File: src/sv/sfvg_pkg.sv
// Package with the glyph tables, configuration codes and controller interface types.
package sfvg_pkg;

    localparam int CoordWidthDef    = 24;
    localparam int CoordFracBitsDef = 8;
    localparam int GlyphCount       = 92;
    localparam int RomDepth         = 411;
    localparam int MaxPoints        = 16;
    localparam int InDataWidth      = 56;
    localparam int CfgIdxWidth      = 2;
    localparam int CfgDataWidth     = 16;

    typedef enum logic [CfgIdxWidth-1:0] {
        CFG_UNIT_SIZE = 2'd0,
        CFG_COS_ANGLE = 2'd1,
        CFG_SIN_ANGLE = 2'd2
    } t_cfg_idx;

    localparam logic [8:0] GLYPH_START [0:GlyphCount-1] = '{
        9'd1, 9'd7, 9'd17, 9'd21, 9'd26, 9'd31, 9'd36, 9'd41, 9'd45, 9'd49, 9'd55,
        9'd64, 9'd74, 9'd79, 9'd81,
        9'd0, 9'd0, 9'd0, 9'd0, 9'd0, 9'd0, 9'd0, 9'd0, 9'd0, 9'd0, 9'd0, 9'd0,
        9'd0, 9'd0, 9'd0, 9'd0, 9'd0,
        9'd0, 9'd0, 9'd0, 9'd0, 9'd0, 9'd0, 9'd0, 9'd0,
        9'd83, 9'd87, 9'd91, 9'd101, 9'd107, 9'd110, 9'd112, 9'd117, 9'd119,
        9'd128, 9'd134, 9'd143, 9'd159, 9'd163,
        9'd172, 9'd183, 9'd188, 9'd204, 9'd215, 9'd0, 9'd0, 9'd215, 9'd220,
        9'd0, 9'd0, 9'd220, 9'd229, 9'd243, 9'd251, 9'd258,
        9'd265, 9'd271, 9'd283, 9'd291, 9'd299, 9'd305, 9'd313, 9'd316, 9'd321,
        9'd325, 9'd334, 9'd341, 9'd353, 9'd363,
        9'd373, 9'd378, 9'd384, 9'd387, 9'd392, 9'd397, 9'd403, 9'd412
    };

    localparam logic [7:0] STROKE_ROM [0:RomDepth-1] = '{
        8'd47,8'd17,8'd11,8'd71,8'd77,8'd47,8'd47,8'd37,8'd15,8'd13,
        8'd31,8'd51,8'd73,8'd75,8'd57,8'd47,8'd47,8'd11,8'd71,8'd47,
        8'd47,8'd41,8'd0,8'd14,8'd74,8'd17,8'd71,8'd0,8'd11,8'd77,
        8'd47,8'd14,8'd41,8'd74,8'd47,8'd47,8'd14,8'd74,8'd47,8'd41,
        8'd11,8'd77,8'd17,8'd71,8'd17,8'd77,8'd11,8'd71,8'd17,8'd44,
        8'd77,8'd0,8'd44,8'd41,8'd17,8'd71,8'd0,8'd11,8'd77,8'd17,
        8'd11,8'd71,8'd77,8'd47,8'd41,8'd0,8'd14,8'd74,8'd77,8'd17,
        8'd11,8'd71,8'd74,8'd77,8'd11,8'd71,8'd17,8'd77,8'd47,8'd41,
        8'd0,8'd0,8'd27,8'd16,8'd12,8'd21,8'd47,8'd56,8'd52,8'd41,
        8'd25,8'd43,8'd0,8'd33,8'd35,8'd0,8'd45,8'd23,8'd0,8'd24,
        8'd44,8'd24,8'd44,8'd0,8'd35,8'd33,8'd32,8'd41,8'd30,8'd24,
        8'd44,8'd31,8'd41,8'd42,8'd32,8'd31,8'd11,8'd57,8'd21,8'd12,
        8'd16,8'd27,8'd47,8'd56,8'd52,8'd41,8'd21,8'd26,8'd37,8'd31,
        8'd0,8'd21,8'd41,8'd15,8'd16,8'd27,8'd47,8'd56,8'd55,8'd12,
        8'd11,8'd51,8'd15,8'd16,8'd27,8'd47,8'd56,8'd55,8'd44,8'd53,
        8'd52,8'd41,8'd21,8'd12,8'd13,8'd0,8'd34,8'd44,8'd41,8'd47,
        8'd14,8'd54,8'd57,8'd17,8'd14,8'd44,8'd53,8'd52,8'd41,8'd21,
        8'd12,8'd56,8'd47,8'd27,8'd16,8'd12,8'd21,8'd41,8'd52,8'd53,
        8'd44,8'd14,8'd16,8'd17,8'd57,8'd56,8'd31,8'd24,8'd15,8'd16,
        8'd27,8'd47,8'd56,8'd55,8'd44,8'd53,8'd52,8'd41,8'd21,8'd12,
        8'd13,8'd24,8'd44,8'd54,8'd24,8'd15,8'd16,8'd27,8'd47,8'd56,
        8'd52,8'd41,8'd21,8'd12,8'd35,8'd55,8'd0,8'd33,8'd53,8'd11,
        8'd16,8'd27,8'd47,8'd56,8'd51,8'd0,8'd14,8'd54,8'd17,8'd11,
        8'd41,8'd52,8'd53,8'd44,8'd44,8'd55,8'd56,8'd47,8'd17,8'd0,
        8'd14,8'd44,8'd56,8'd47,8'd27,8'd16,8'd12,8'd21,8'd41,8'd52,
        8'd52,8'd56,8'd47,8'd17,8'd11,8'd41,8'd52,8'd57,8'd17,8'd11,
        8'd51,8'd0,8'd44,8'd14,8'd57,8'd17,8'd11,8'd0,8'd44,8'd14,
        8'd54,8'd52,8'd41,8'd21,8'd12,8'd16,8'd27,8'd47,8'd56,8'd0,
        8'd44,8'd64,8'd11,8'd17,8'd0,8'd14,8'd54,8'd0,8'd57,8'd51,
        8'd17,8'd57,8'd0,8'd37,8'd31,8'd0,8'd11,8'd51,8'd57,8'd52,
        8'd41,8'd21,8'd12,8'd13,8'd17,8'd11,8'd0,8'd14,8'd51,8'd0,
        8'd14,8'd57,8'd17,8'd11,8'd51,8'd11,8'd17,8'd35,8'd57,8'd51,
        8'd11,8'd17,8'd51,8'd57,8'd21,8'd12,8'd16,8'd27,8'd47,8'd56,
        8'd52,8'd41,8'd21,8'd11,8'd17,8'd47,8'd56,8'd55,8'd44,8'd14,
        8'd21,8'd12,8'd16,8'd27,8'd47,8'd56,8'd52,8'd41,8'd21,8'd0,
        8'd42,8'd51,8'd11,8'd17,8'd47,8'd56,8'd55,8'd44,8'd14,8'd0,
        8'd44,8'd51,8'd56,8'd47,8'd27,8'd16,8'd15,8'd53,8'd52,8'd41,
        8'd21,8'd12,8'd17,8'd57,8'd0,8'd37,8'd31,8'd17,8'd12,8'd21,
        8'd41,8'd52,8'd57,8'd17,8'd31,8'd57,8'd17,8'd11,8'd34,8'd51,
        8'd57,8'd17,8'd51,8'd0,8'd11,8'd57,8'd17,8'd34,8'd57,8'd0,
        8'd34,8'd31,8'd17,8'd57,8'd56,8'd12,8'd11,8'd51,8'd0,8'd24,
        8'd44
    };

    typedef struct packed {
        logic load_origin;
        logic start_char;
        logic fetch;
        logic lift;
        logic decode;
        logic mult;
        logic sum;
        logic place;
        logic push;
        logic push_last;
        logic adv_mul;
        logic adv_org;
    } t_cmd;

    typedef struct packed {
        logic past_end;
        logic count_full;
        logic sb_zero;
        logic out_full;
        logic pend_valid;
    } t_stat;

endpackage

File: src/sv/sfvg_ctrl.sv
// Controller state machine that sequences lookup, stroke walk, output and origin advance.
module sfvg_ctrl
    import sfvg_pkg::*;
(
    input  logic  i_clk,
    input  logic  i_rst_n,
    input  logic  i_in_valid,
    input  logic  i_in_draw,
    input  t_stat i_stat,
    output logic  o_in_ready,
    output t_cmd  o_cmd
);

    typedef enum logic [10:0] {
        ST_IDLE    = 11'b000_0000_0001,
        ST_FETCH   = 11'b000_0000_0010,
        ST_DECODE  = 11'b000_0000_0100,
        ST_MULT    = 11'b000_0000_1000,
        ST_SUM     = 11'b000_0001_0000,
        ST_PLACE   = 11'b000_0010_0000,
        ST_FINISH  = 11'b000_0100_0000,
        ST_ADV_MUL = 11'b000_1000_0000,
        ST_ADV_SUM = 11'b001_0000_0000,
        ST_ADV_ORG = 11'b010_0000_0000,
        ST_SPARE   = 11'b100_0000_0000
    } t_state;

    t_state r_state;
    t_state n_state;

    always_ff @(posedge i_clk) begin
        if (!i_rst_n) begin
            r_state <= ST_IDLE;
        end else begin
            r_state <= n_state;
        end
    end

    always_comb begin
        n_state    = r_state;
        o_cmd      = '0;
        o_in_ready = 1'b0;
        unique case (r_state)
            ST_IDLE: begin
                o_in_ready = 1'b1;
                if (i_in_valid) begin
                    if (i_in_draw) begin
                        o_cmd.start_char = 1'b1;
                        n_state = ST_FETCH;
                    end else begin
                        o_cmd.load_origin = 1'b1;
                    end
                end
            end
            ST_FETCH: begin
                if (i_stat.past_end || i_stat.count_full) begin
                    n_state = ST_FINISH;
                end else begin
                    o_cmd.fetch = 1'b1;
                    n_state = ST_DECODE;
                end
            end
            ST_DECODE: begin
                if (i_stat.sb_zero) begin
                    o_cmd.lift = 1'b1;
                    n_state = ST_FETCH;
                end else begin
                    o_cmd.decode = 1'b1;
                    n_state = ST_MULT;
                end
            end
            ST_MULT: begin
                o_cmd.mult = 1'b1;
                n_state = ST_SUM;
            end
            ST_SUM: begin
                o_cmd.sum = 1'b1;
                n_state = ST_PLACE;
            end
            ST_PLACE: begin
                if (!i_stat.pend_valid || !i_stat.out_full) begin
                    o_cmd.place = 1'b1;
                    o_cmd.push  = i_stat.pend_valid;
                    n_state = ST_FETCH;
                end
            end
            ST_FINISH: begin
                if (!i_stat.out_full) begin
                    o_cmd.push_last = 1'b1;
                    n_state = ST_ADV_MUL;
                end
            end
            ST_ADV_MUL: begin
                o_cmd.adv_mul = 1'b1;
                n_state = ST_ADV_SUM;
            end
            ST_ADV_SUM: begin
                o_cmd.sum = 1'b1;
                n_state = ST_ADV_ORG;
            end
            ST_ADV_ORG: begin
                o_cmd.adv_org = 1'b1;
                n_state = ST_IDLE;
            end
            default: begin
                n_state = ST_IDLE;
            end
        endcase
    end

endmodule

File: config.mk
export PLATFORM = sky130hd
export DESIGN_NAME = sfvg_ctrl
export DESIGN_NICKNAME = d
export VERILOG_FILES = /design/src/sv/sfvg_pkg.sv /design/src/sv/sfvg_ctrl.sv
export SDC_FILE = /design/constraint.sdc
export NUM_CORES = 1
export LEC_CHECK = 0
export BUFFER_PORTS_ARGS = -buffer_cell sky130_fd_sc_hd__buf_2
export CORE_MARGIN = 1.5
export CORE_UTILIZATION = 51
export CTS_CLUSTER_SIZE = 24
export DETAILED_ROUTE_END_ITERATION = 8
export PLACE_DENSITY = 0.79
export SLEW_MARGIN = 20
export SYNTH_ARGS = -nofsm -noshare
export SYNTH_HDL_FRONTEND = slang
export SYNTH_SLANG_ARGS = --single-unit
export TNS_END_PERCENT = 1
File: constraint.sdc
create_clock -name i_clk -period 3.7 [get_ports i_clk]
set_clock_uncertainty 0.2 [all_clocks]
set_input_delay 0.37 -clock i_clk [delete_from_list [all_inputs] [get_ports i_clk]]
set_output_delay 0.37 -clock i_clk [all_outputs]
set_load 0.005 [all_outputs]
==> reports/results.ini <==
[run_status]
status=complete, no violations

[run]
cap_violations=0

[grt]
vias_in_the_first_global_route=616
grt_first_pass_wirelength_mm=2.68
pin_count_of_the_biggest_net_entering_global_routing=12
grt_overflow=0
grtUsageTotal=0.265
grt_antenna_before_repair=0

[logic_synthesis]
seq_area_frac_synth=0.301
ys_top_cells_by_count=10 x dfxtp_1, 9 x nor2_1, 8 x nand2_1, 8 x nor3_1, 5 x nor4_1
post_synth_inst_count=82
synth_top_cells_by_area=dfxtp_1 30%, nor3_1 6.0%, nor2_1 5.1%, nor4_1 4.7%, nand2_1 4.5%
ys.warnings.count=0
synth-async-reset-ratio=0
dominantRegCellSynth=dfxtp_1
cell_area_after_technology_mapping_sq_um=664
synthDominantAreaCellType=dfxtp_1
ys_seq_elements=10
synth_fp_nets=91
synth_edf_count=0
post_synth.cell_area_avg_sq_um=8.10
post-synth-top-count-cell=dfxtp_1
number_of_distinct_standard_cells_referenced_by_the_synthesized_netlist=33
synth_top_area_share=0.301

[cells_and_area]
reg.largest.list=r_state (10)
final_core_utilization=0.694
finalNetCount=115
num-fill-cells=100
final_cells=118
layout.area.seq_sq_um=200
max_ffs_per_register=10
antenna_cells_inserted=0
multi_input_comb_area_sq_um=442
largest-register=r_state
post_route_cells_drive_above_1_share=0.298
area_growth_pct=20.7

[clocking]
cts.sinks=10
h-tree-depth=1
clk_pin_slew_worst_paths_ns=0.06
number_of_buffers_created_by_cts=3
cts.repair_timing.setup_buffer_count=0
max-clock-path-buffers=2
post_cts.resized_instances=0
postCtsHoldBufs=0
tritoncts_clock_tree=done
clock_insertion_delay_worst_skew_ns=0.26
cell_chosen_for_the_clock_root=clkbuf_4

[placed_design]
place_congestion=0.782
dp_hpwl_mm=1.22
numPlacedInstances=115
detailedPlace.worstSlack_ns=1.53
portBuffers=21

[hold_path]
min_path_cells=2
timing.hold.worst.start=i_stat[3]
holdPathEnd=r_state[2]$_SDFFE_PN0P_
hp-class=primary input to flip-flop

[setup_path]
regToRegStartpoint=r_state[6]$_SDFFE_PN0P_
reg2reg_depth=4
worst-r2r-setup-slack_ns=1.73
cp-start-kind=flip-flop
timing.critical_path.to_type=output pin
worstPathRequired_ns=3.13
critPathMaxFanout=7
cp_data_arrival_time_ns=1.91
worst-setup-path-type=flip-flop to output pin
rr_endpoint=r_state[1]$_SDFFE_PN0P_

[floorplan]
cell_rows=12
fp.dieArea_sq_um=1530
die-height_um=39.1
core-area_sq_um=1160
initial_utilization=0.575
ios=22
chipWidth_um=39.1

[sta]
totalNegativeSetupSlack_ns=0
slew_headroom=0.665
worst-slew-pin-transition_ns=0.495
achievable-frequency_mhz=402
report.final.setup_viol=0
hold_violations=0
setup_ws_final_ns=1.22
finalCritPeriodShare=0.671
final_period_minus_worst_setup_slack_ns=2.48
report.final.slew_viol_count=0
unrepaired_setup_endpoints_after_global_routing=false

[power_and_ir_drop]
powerDensity_nw_per_um2=359
switching_power_uw=97.0
power_frac_seq=0.433
p_int_uw=191
power.leakage_uw=0.000371
switching_share=0.337
pwr-share-clk=0.253
comb_power_share=0.314
ir_worst_vdd_mv=0.180

[routing]
avgRoutedWirePerCell_um=13.4
total_via_count_in_the_routed_design=708
wirelength_mm=1.59
vias_per_cell=6.00
drc_errors=0
drt_iter0_drc=28
drt_first_pass_iters=5
antenna_violating_nets_post_route=0

how the worst max path moves through the flow:
| stage | end | start | depth (start not counted) | slack, ns |
|---|---|---|---|---|
| 2_1_floorplan | o_cmd[11] | r_state[6]$_SDFFE_PN0P_ | 4 | 1.67 |
| 3_3_place_gp | o_cmd[11] | r_state[6]$_SDFFE_PN0P_ | 5 | 1.63 |
| 3_5_place_dp | o_cmd[10] | r_state[6]$_SDFFE_PN0P_ | 5 | 1.53 |
| 4_1_cts | o_cmd[10] | r_state[6]$_SDFFE_PN0P_ | 5 | 1.24 |
| 5_1_grt | o_cmd[11] | r_state[6]$_SDFFE_PN0P_ | 5 | 1.04 |
| 6_report | o_cmd[10] | r_state[6]$_SDFFE_PN0P_ | 5 | 1.22 |
cells by family (layout without fill, tap and decap cells):
kind of cell | Yosys count | after routing | share of synthesized area
AO/OA/AOI/OAI | 8 | 8 | 0.122
XOR/XNOR | 3 | 3 | 0.0396
buffers and inverters | 6 | 28 | 0.0339
flip-flops | 10 | 10 | 0.301
multiplexers | 1 | 1 | 0.0169
AND/OR/NAND/NOR | 54 | 54 | 0.486
worst max-delay path, stage by stage (launching register included):
cell	delay, ns
dfxtp_1	0.36
nor4_4	0.45
nand2_4	0.14
nor4_1	0.39
and3_1	0.20
buf_2	0.11
stage by stage:
stage	total power (uW)	hold WS, ns	instance area, sq um
detailed placement	215	0.276	779
global placement	211	0.277	779
finish	288	0.104	802
CTS	290	0.0928	802
global route	306	0.0924	802
floorplan	186	0.248	664
final cells by class:
class	instances	area share
multi-input combinational	66	0.551
tap	14	0.0218
timing repair buffer	21	0.131
inverter	4	0.0187
sequential	10	0.250
clock buffer	3	0.0281
metal layers:
metal  wire (um)  global-route usage  share of wire  vias to the layer above
li1            -                   -              -                      350
met5           0                   0              0                        -
met4          21               0.103          0.013                        0
met2         728               0.421           0.46                       49
met1         692               0.334           0.44                      305
met3         144              0.0694          0.091                        4
power by group through the flow:
stage               sequential, uW  clock [uW]  combinational, uW
floorplan                      124           0               62.0
global placement               126           0               85.0
detailed placement             126           0               88.5
CTS                            124        77.0               89.0
global route                   126        81.6               97.9
finish                         124        72.9               90.3
cell usage in the layout, fill, tap and decap left out, types with 2 or more instances in the layout:
| master | netlist | final |
|---|---|---|
| nor4_1 | 5 | 5 |
| clkbuf_4 | 0 | 3 |
| nand3_1 | 4 | 4 |
| inv_1 | 4 | 4 |
| nor2_1 | 9 | 9 |
| nand2b_1 | 2 | 2 |
| xnor2_1 | 2 | 2 |
| nand2_1 | 8 | 8 |
| dfxtp_1 | 10 | 10 |
| and2_1 | 3 | 3 |
| nor4b_1 | 3 | 3 |
| nor3_1 | 8 | 8 |
| nand3b_1 | 2 | 2 |
| buf_2 | 0 | 21 |
(Power assumes the default switching activity.)
